$ cat src/rtl/pcwp_pkg.sv
package pcwp_pkg;

    localparam int ID_W     = 8;
    localparam int CMD_W    = 3;
    localparam int STATUS_W = 2;

    typedef enum logic [CMD_W-1:0] {
        CMD_ADD     = 3'd0,
        CMD_PROMOTE = 3'd1,
        CMD_PEEK    = 3'd2,
        CMD_POP     = 3'd3,
        CMD_QUERY   = 3'd4
    } t_cmd;

    typedef enum logic [STATUS_W-1:0] {
        ST_OK    = 2'd0,
        ST_FULL  = 2'd1,
        ST_EMPTY = 2'd2,
        ST_DEAD  = 2'd3
    } t_status;

    // memory read address source
    typedef enum logic [1:0] {
        RD_ID,
        RD_SCAN,
        RD_BEST
    } t_rd_sel;

    // result being formed
    typedef enum logic [1:0] {
        RES_ADD,
        RES_ID,
        RES_MAX,
        RES_NOP
    } t_res_sel;

    typedef enum logic [2:0] {
        S_IDLE,
        S_ADD,
        S_READ_ID,
        S_ID_RES,
        S_SCAN,
        S_FETCH,
        S_MAX_RES,
        S_NOP
    } t_state;

    typedef struct packed {
        logic     capture;
        logic     scan_clr;
        logic     scan_step;
        logic     load_res;
        t_rd_sel  rd_sel;
        t_res_sel res_sel;
    } t_dp_cmd;

    typedef struct packed {
        logic out_busy;
        logic scan_end;
    } t_dp_stat;

endpackage

$ cat src/rtl/pcwp_ctrl.sv
module pcwp_ctrl (
    input  logic                          i_clk,
    input  logic                          i_rst_n,
    input  logic                          i_valid,
    input  logic [pcwp_pkg::CMD_W-1:0]    i_cmd,
    input  pcwp_pkg::t_dp_stat            i_stat,
    output logic                          o_ready,
    output pcwp_pkg::t_dp_cmd             o_ctl
);

    pcwp_pkg::t_state r_state;
    pcwp_pkg::t_state n_state;

    always_ff @(posedge i_clk) begin
        if (!i_rst_n) begin
            r_state <= pcwp_pkg::S_IDLE;
        end else begin
            r_state <= n_state;
        end
    end

    always_comb begin
        n_state           = r_state;
        o_ready           = 1'b0;
        o_ctl.capture     = 1'b0;
        o_ctl.scan_clr    = 1'b0;
        o_ctl.scan_step   = 1'b0;
        o_ctl.load_res    = 1'b0;
        o_ctl.rd_sel      = pcwp_pkg::RD_SCAN;
        o_ctl.res_sel     = pcwp_pkg::RES_NOP;
        unique case (r_state)
            pcwp_pkg::S_IDLE: begin
                o_ready = 1'b1;
                if (i_valid) begin
                    o_ctl.capture = 1'b1;
                    unique case (i_cmd)
                        pcwp_pkg::CMD_ADD: begin
                            n_state = pcwp_pkg::S_ADD;
                        end
                        pcwp_pkg::CMD_PROMOTE, pcwp_pkg::CMD_QUERY: begin
                            n_state = pcwp_pkg::S_READ_ID;
                        end
                        pcwp_pkg::CMD_PEEK, pcwp_pkg::CMD_POP: begin
                            o_ctl.scan_clr = 1'b1;
                            n_state        = pcwp_pkg::S_SCAN;
                        end
                        default: begin
                            n_state = pcwp_pkg::S_NOP;
                        end
                    endcase
                end
            end
            pcwp_pkg::S_ADD: begin
                o_ctl.res_sel = pcwp_pkg::RES_ADD;
                if (!i_stat.out_busy) begin
                    o_ctl.load_res = 1'b1;
                    n_state        = pcwp_pkg::S_IDLE;
                end
            end
            pcwp_pkg::S_READ_ID: begin
                o_ctl.rd_sel = pcwp_pkg::RD_ID;
                n_state      = pcwp_pkg::S_ID_RES;
            end
            pcwp_pkg::S_ID_RES: begin
                o_ctl.rd_sel  = pcwp_pkg::RD_ID;
                o_ctl.res_sel = pcwp_pkg::RES_ID;
                if (!i_stat.out_busy) begin
                    o_ctl.load_res = 1'b1;
                    n_state        = pcwp_pkg::S_IDLE;
                end
            end
            pcwp_pkg::S_SCAN: begin
                o_ctl.rd_sel = pcwp_pkg::RD_SCAN;
                if (i_stat.scan_end) begin
                    n_state = pcwp_pkg::S_FETCH;
                end else begin
                    o_ctl.scan_step = 1'b1;
                end
            end
            pcwp_pkg::S_FETCH: begin
                o_ctl.rd_sel = pcwp_pkg::RD_BEST;
                n_state      = pcwp_pkg::S_MAX_RES;
            end
            pcwp_pkg::S_MAX_RES: begin
                o_ctl.rd_sel  = pcwp_pkg::RD_BEST;
                o_ctl.res_sel = pcwp_pkg::RES_MAX;
                if (!i_stat.out_busy) begin
                    o_ctl.load_res = 1'b1;
                    n_state        = pcwp_pkg::S_IDLE;
                end
            end
            pcwp_pkg::S_NOP: begin
                o_ctl.res_sel = pcwp_pkg::RES_NOP;
                if (!i_stat.out_busy) begin
                    o_ctl.load_res = 1'b1;
                    n_state        = pcwp_pkg::S_IDLE;
                end
            end
            default: begin
                n_state = pcwp_pkg::S_IDLE;
            end
        endcase
    end

endmodule

$ cat config.mk
export PLATFORM = sky130hd
export DESIGN_NAME = pcwp_ctrl
export DESIGN_NICKNAME = d
export VERILOG_FILES = /design/src/rtl/pcwp_pkg.sv /design/src/rtl/pcwp_ctrl.sv
export SDC_FILE = /design/constraint.sdc
export NUM_CORES = 1
export LEC_CHECK = 0
export ABC_AREA = 1
export BUFFER_PORTS_ARGS = -buffer_cell sky130_fd_sc_hd__buf_2
export CELL_PAD_IN_SITES_DETAIL_PLACEMENT = 1
export CELL_PAD_IN_SITES_GLOBAL_PLACEMENT = 2
export CORE_MARGIN = 2
export CORE_UTILIZATION = 21
export CTS_BUF_LIST = sky130_fd_sc_hd__clkbuf_2
export CTS_CLUSTER_DIAMETER = 60
export DETAILED_ROUTE_END_ITERATION = 8
export MAX_ROUTING_LAYER = met4
export PLACE_DENSITY = 0.89
export SLEW_MARGIN = 10
export SYNTH_ARGS = -nofsm -noshare
export SYNTH_HDL_FRONTEND = slang
export SYNTH_SLANG_ARGS = --single-unit
$ cat constraint.sdc
create_clock -name i_clk -period 2.87 [get_ports i_clk]
set_clock_uncertainty 0.15 [all_clocks]
set_input_delay 0.287 -clock i_clk [delete_from_list [all_inputs] [get_ports i_clk]]
set_output_delay 0.287 -clock i_clk [all_outputs]
set_load 0.03 [all_outputs]
## After elaboration in Yosys (flattened, before gate mapping)

Index checks and enable logic that the tools add are counted.

| storage, ports and cells | value |
|---|---|
| bits in registers | 3 |
| bits in latches | 0 |
| logic and storage cells | 38 |
| memory bits (read-only) | 0 |
| memories kept | 0 |
| memory bits (writable) | 0 |
| output and inout port bits | 9 |
| input bits | 8 |

| cells by class | value |
|---|---|
| multiply operators | 0 |
| bitwise gates (word level) | 0 |
| add/subtract/negate cells | 0 |
| reductions and logical operators | 8 |
| muxes and demuxes | 15 |
| order comparisons | 0 |
| equality and inequality tests | 14 |
| div/mod/pow operators | 0 |
| shift operators | 0 |

Operators with widths:

| kind | count |
|---|---|
| 3-bit equality test, second input constant | 5 |
| 3-bit case mux with 5 select lines | 1 |
| 3-bit by 2-bit equality test with 1-bit output, second input constant | 4 |
| 3-bit two-way mux | 3 |
| 3-bit case mux with 3 select lines | 1 |
| 2-bit OR reduction | 4 |
| 3-bit by 1-bit equality test with 1-bit output, second input constant | 2 |
| 3-bit logical NOT | 2 |
| 1-bit two-way mux | 6 |
| 2-bit != test, second input constant | 3 |
| 2-bit case mux with 3 select lines | 1 |
| 2-bit two-way mux | 2 |
| 2-bit case mux with 2 select lines | 1 |
| 4-bit OR reduction | 1 |
| 3-bit AND reduction | 1 |

## Logic depth before layout (Yosys ltp)

| depth | value |
|---|---|
| depth after elaboration | 5 |
| mapped depth | 8 |
| depth with buffers taken out | 8 |

## Least setup slack after synthesis

No wires, ideal clock.

| path | value |
|---|---|
| kind | register -> output |
| start | register r_state[0] |
| end | output port o_ctl[2] (netlist name) |
| required time | 2.433 ns |
| setup slack | 1.097 ns |
| arrival time | 1.336 ns |
| cell stages (with the launch flop) | 5 |
| path buffers | 0 |
| path through | dfxtp_1 > inv_1 > nand2_1 > nand2_1 > a21oi_1 |

RTL lines:

| what | line | text |
|---|---|---|
| start, declared | pcwp_ctrl.sv:11 | `pcwp_pkg::t_state r_state;` |
| start signal, assigned | pcwp_ctrl.sv:16 | `r_state <= pcwp_pkg::S_IDLE;` |
| start signal, assigned | pcwp_ctrl.sv:18 | `r_state <= n_state;` |
| end, declared | pcwp_ctrl.sv:8 | `output pcwp_pkg::t_dp_cmd o_ctl` |

==> impl_metrics.env <==
export IMPL_critical_path_peak_fanout=5
export IMPL_cts_setup_buffers=0
export IMPL_cts_buffers_inserted=3
export IMPL_finalInstanceArea_um2=445
export IMPL_largestRegisters="r_state x3"
export IMPL_status="finished, final reports clean"
export IMPL_hold_depth=3
export IMPL_final_nets=92
export IMPL_clockBufferDepth=2
export IMPL_holdWs_ps=178
export IMPL_slew_viol_final=0
export IMPL_finalHoldViolCount=0
export IMPL_synth_mux_area_share_pct=0
export IMPL_holdPathEnd="r_state[2]"
export IMPL_relSlewSlack_pct=83.3
export IMPL_crit_type="reg2out"
export IMPL_via_per_inst=4.41
export IMPL_wl_per_cell_um=8.93
export IMPL_clk_latency_ps=200
export IMPL_first_pass_iters=2
export IMPL_fin_util_pct=30.3
export IMPL_syn_area_um2=325
export IMPL_cts_tree="done"
export IMPL_syn_nets=71
export IMPL_antennaDiodeCount=0
export IMPL_crit_slowest_cell="dfxtp_1"
export IMPL_fp_dieArea_um2=1880
export IMPL_synth_top_family_by_area="simple AND/OR/NAND/NOR gates"
export IMPL_clkTransAtPathRegs_ps=40
export IMPL_yosysUniqueCellTypes=13
export IMPL_initial_core_util_pct=22.1
export IMPL_syn_inst=63
export IMPL_place_area_um2=425
export IMPL_critPathTopFamily="flip-flops"
export IMPL_finalWorstSetupSlack_ps=1200
export IMPL_wl_um=884
export IMPL_setup_tns_final_ps=0
export IMPL_row_count=14
export IMPL_fin_crit_ps=1670
export IMPL_critPathBufInv=2
export IMPL_min_delay_start="i_rst_n"
export IMPL_cts_resized=0
export IMPL_layout_drive_gt1_share_pct=32.5
export IMPL_synthXorXnorAreaFrac_pct=0
export IMPL_synthSimpleGateAreaFrac_pct=51.5
export IMPL_worstReg2RegEnd="r_state[1]"
export IMPL_path_common_cell="nand2_1"
export IMPL_cap_violations=0
export IMPL_yosysWarnings=0
export IMPL_fill_cells=218
export IMPL_drtIter0Drc=4
export IMPL_largest_register="r_state"
export IMPL_overflow=0
export IMPL_vdd_ir_drop_max_mv=0.299
export IMPL_area_growth_synth_to_final_pct=36.9
export IMPL_multi_input_area_um2=213
export IMPL_core_area_um2=1470
export IMPL_mostFrequentLayoutCell="nand2_1"
export IMPL_reg2regPathDepth=7
export IMPL_required_ps=2430
export IMPL_die_y_um=43.4
export IMPL_fmax_mhz=600
export IMPL_end_kind="output port"
export IMPL_grt_pass1_wl_um=1460
export IMPL_fp_dieW_um=43.4
export IMPL_setup_viol=0
export IMPL_finalCritPeriodShare_pct=58.0
export IMPL_ys_ff_latch=3
export IMPL_cpPeakStageDelay_ps=450
export IMPL_dp_hpwl_um=779
export IMPL_syn_avg_cell_area_um2=5.16
export IMPL_ant_nets=0
export IMPL_top_level_ports=17
export IMPL_final_cell_mix="20 x nand2_1, 16 x buf_2, 12 x inv_1"
export IMPL_grt_pass1_vias=397
export IMPL_cts_sinks=3
export IMPL_powerDensity_nw_per_um2=1170
export IMPL_startpoint_type="flop"
export IMPL_grt_setup_unrepaired="no"
export IMPL_synth_compound_area_share_pct=13.8
export IMPL_port_buffers=16
export IMPL_p_leak_nw=0.290
export IMPL_place_congestion=0.758
export IMPL_seqCellArea_um2=60.1
export IMPL_largest_reg_flops=3
export IMPL_htree_levels=1
export IMPL_drc_errors=0
export IMPL_crit_chain="inv_1 > nand2_1 > nand2_1 > a21oi_1 > buf_2"
export IMPL_synth_seq_area_share_pct=18.5
export IMPL_worst_pin_slew_ps=250
export IMPL_grt_max_degree=7
export IMPL_reg2reg_slack_ps=1590
export IMPL_holdBufCountCts=0
export IMPL_grt_total_usage_pct=10.6
export IMPL_via_count=437
export IMPL_arrival_ps=1230
export IMPL_r2r_start="r_state[2]"
export IMPL_antenna_found_initial=0
export IMPL_pre_cts_ws_ps=1400
export IMPL_synthAdderAreaFrac_pct=0
export IMPL_cts_root_buf="clkbuf_2"
export IMPL_hold_path_class="in2reg"
-- cell families (layout without fill, tap and decap cells) --
family,count (synthesis),in the layout
AO/OA/AOI/OAI,9,9
buffers and inverters,14,34
flip-flops,3,3
AND/OR/NAND/NOR,37,37
-- final cells by class --
class                      instances  share of cell area, %
sequential                         3                   13.5
clock buffer                       4                   4.49
inverter                          14                   11.8
tap                               16                   4.49
timing repair buffer              16                   18.0
multi-input combinational         46                   47.8
-- metal layers --
layer | share of wire [%] | routed length [um] | GRT usage (%) | up-vias
li1 | - | - | - | 232
met1 | 45 | 396 | 11.8 | 195
met2 | 50 | 443 | 16.7 | 8
met3 | 3.7 | 33 | 3.75 | 2
met4 | 1.2 | 11 | 5.45 | 0
met5 | 0 | 0 | - | -
-- worst max path at each step --
stage,from,to,cells after the start
after global placement,r_state[2],o_ctl[0],6
after floorplan,r_state[0],o_ctl[2],4
after CTS,r_state[0],o_ctl[2],5
after global routing,r_state[2],o_ctl[0],6
after detailed placement,r_state[0],o_ctl[2],5
final,r_state[0],o_ctl[2],5
-- worst reg2reg max path, cell delays in order, from the launching register on --
cell and delay (ps):
dfxtp_1 430, inv_2 110, nand2_4 80, nand2_1 50
nand2_1 70, nand3_2 90, nor2_1 140, nor2_1 60
-- power by group --
| part | leakage [nW] | internal (W) | switching (W) |
|---|---|---|---|
| combinational | 0.249 | 0.000113 | 0.000261 |
| clock | 0.0166 | 0.0000367 | 0.0000204 |
| sequential | 0.0249 | 0.0000602 | 0.0000303 |
-- synthesized netlist by cell type, drive strengths merged --
cell,n,area [um^2]
nor2,8,35.0
a21oi,5,25.0
o21ai,4,20.0
inv,14,52.6
dfxtp,3,60.1
nand3,6,35.0
or2,1,6.26
nand2,21,86.3
nor3,1,5.00
-- per-stage QoR --
stage / instances / power, W
detailed placement: 95 / 0.000472
finish: 99 / 0.000522
floorplan: 63 / 0.000373
CTS: 99 / 0.000534
global route: 99 / 0.000575
global placement: 95 / 0.000469
(Power assumes the default switching activity.)
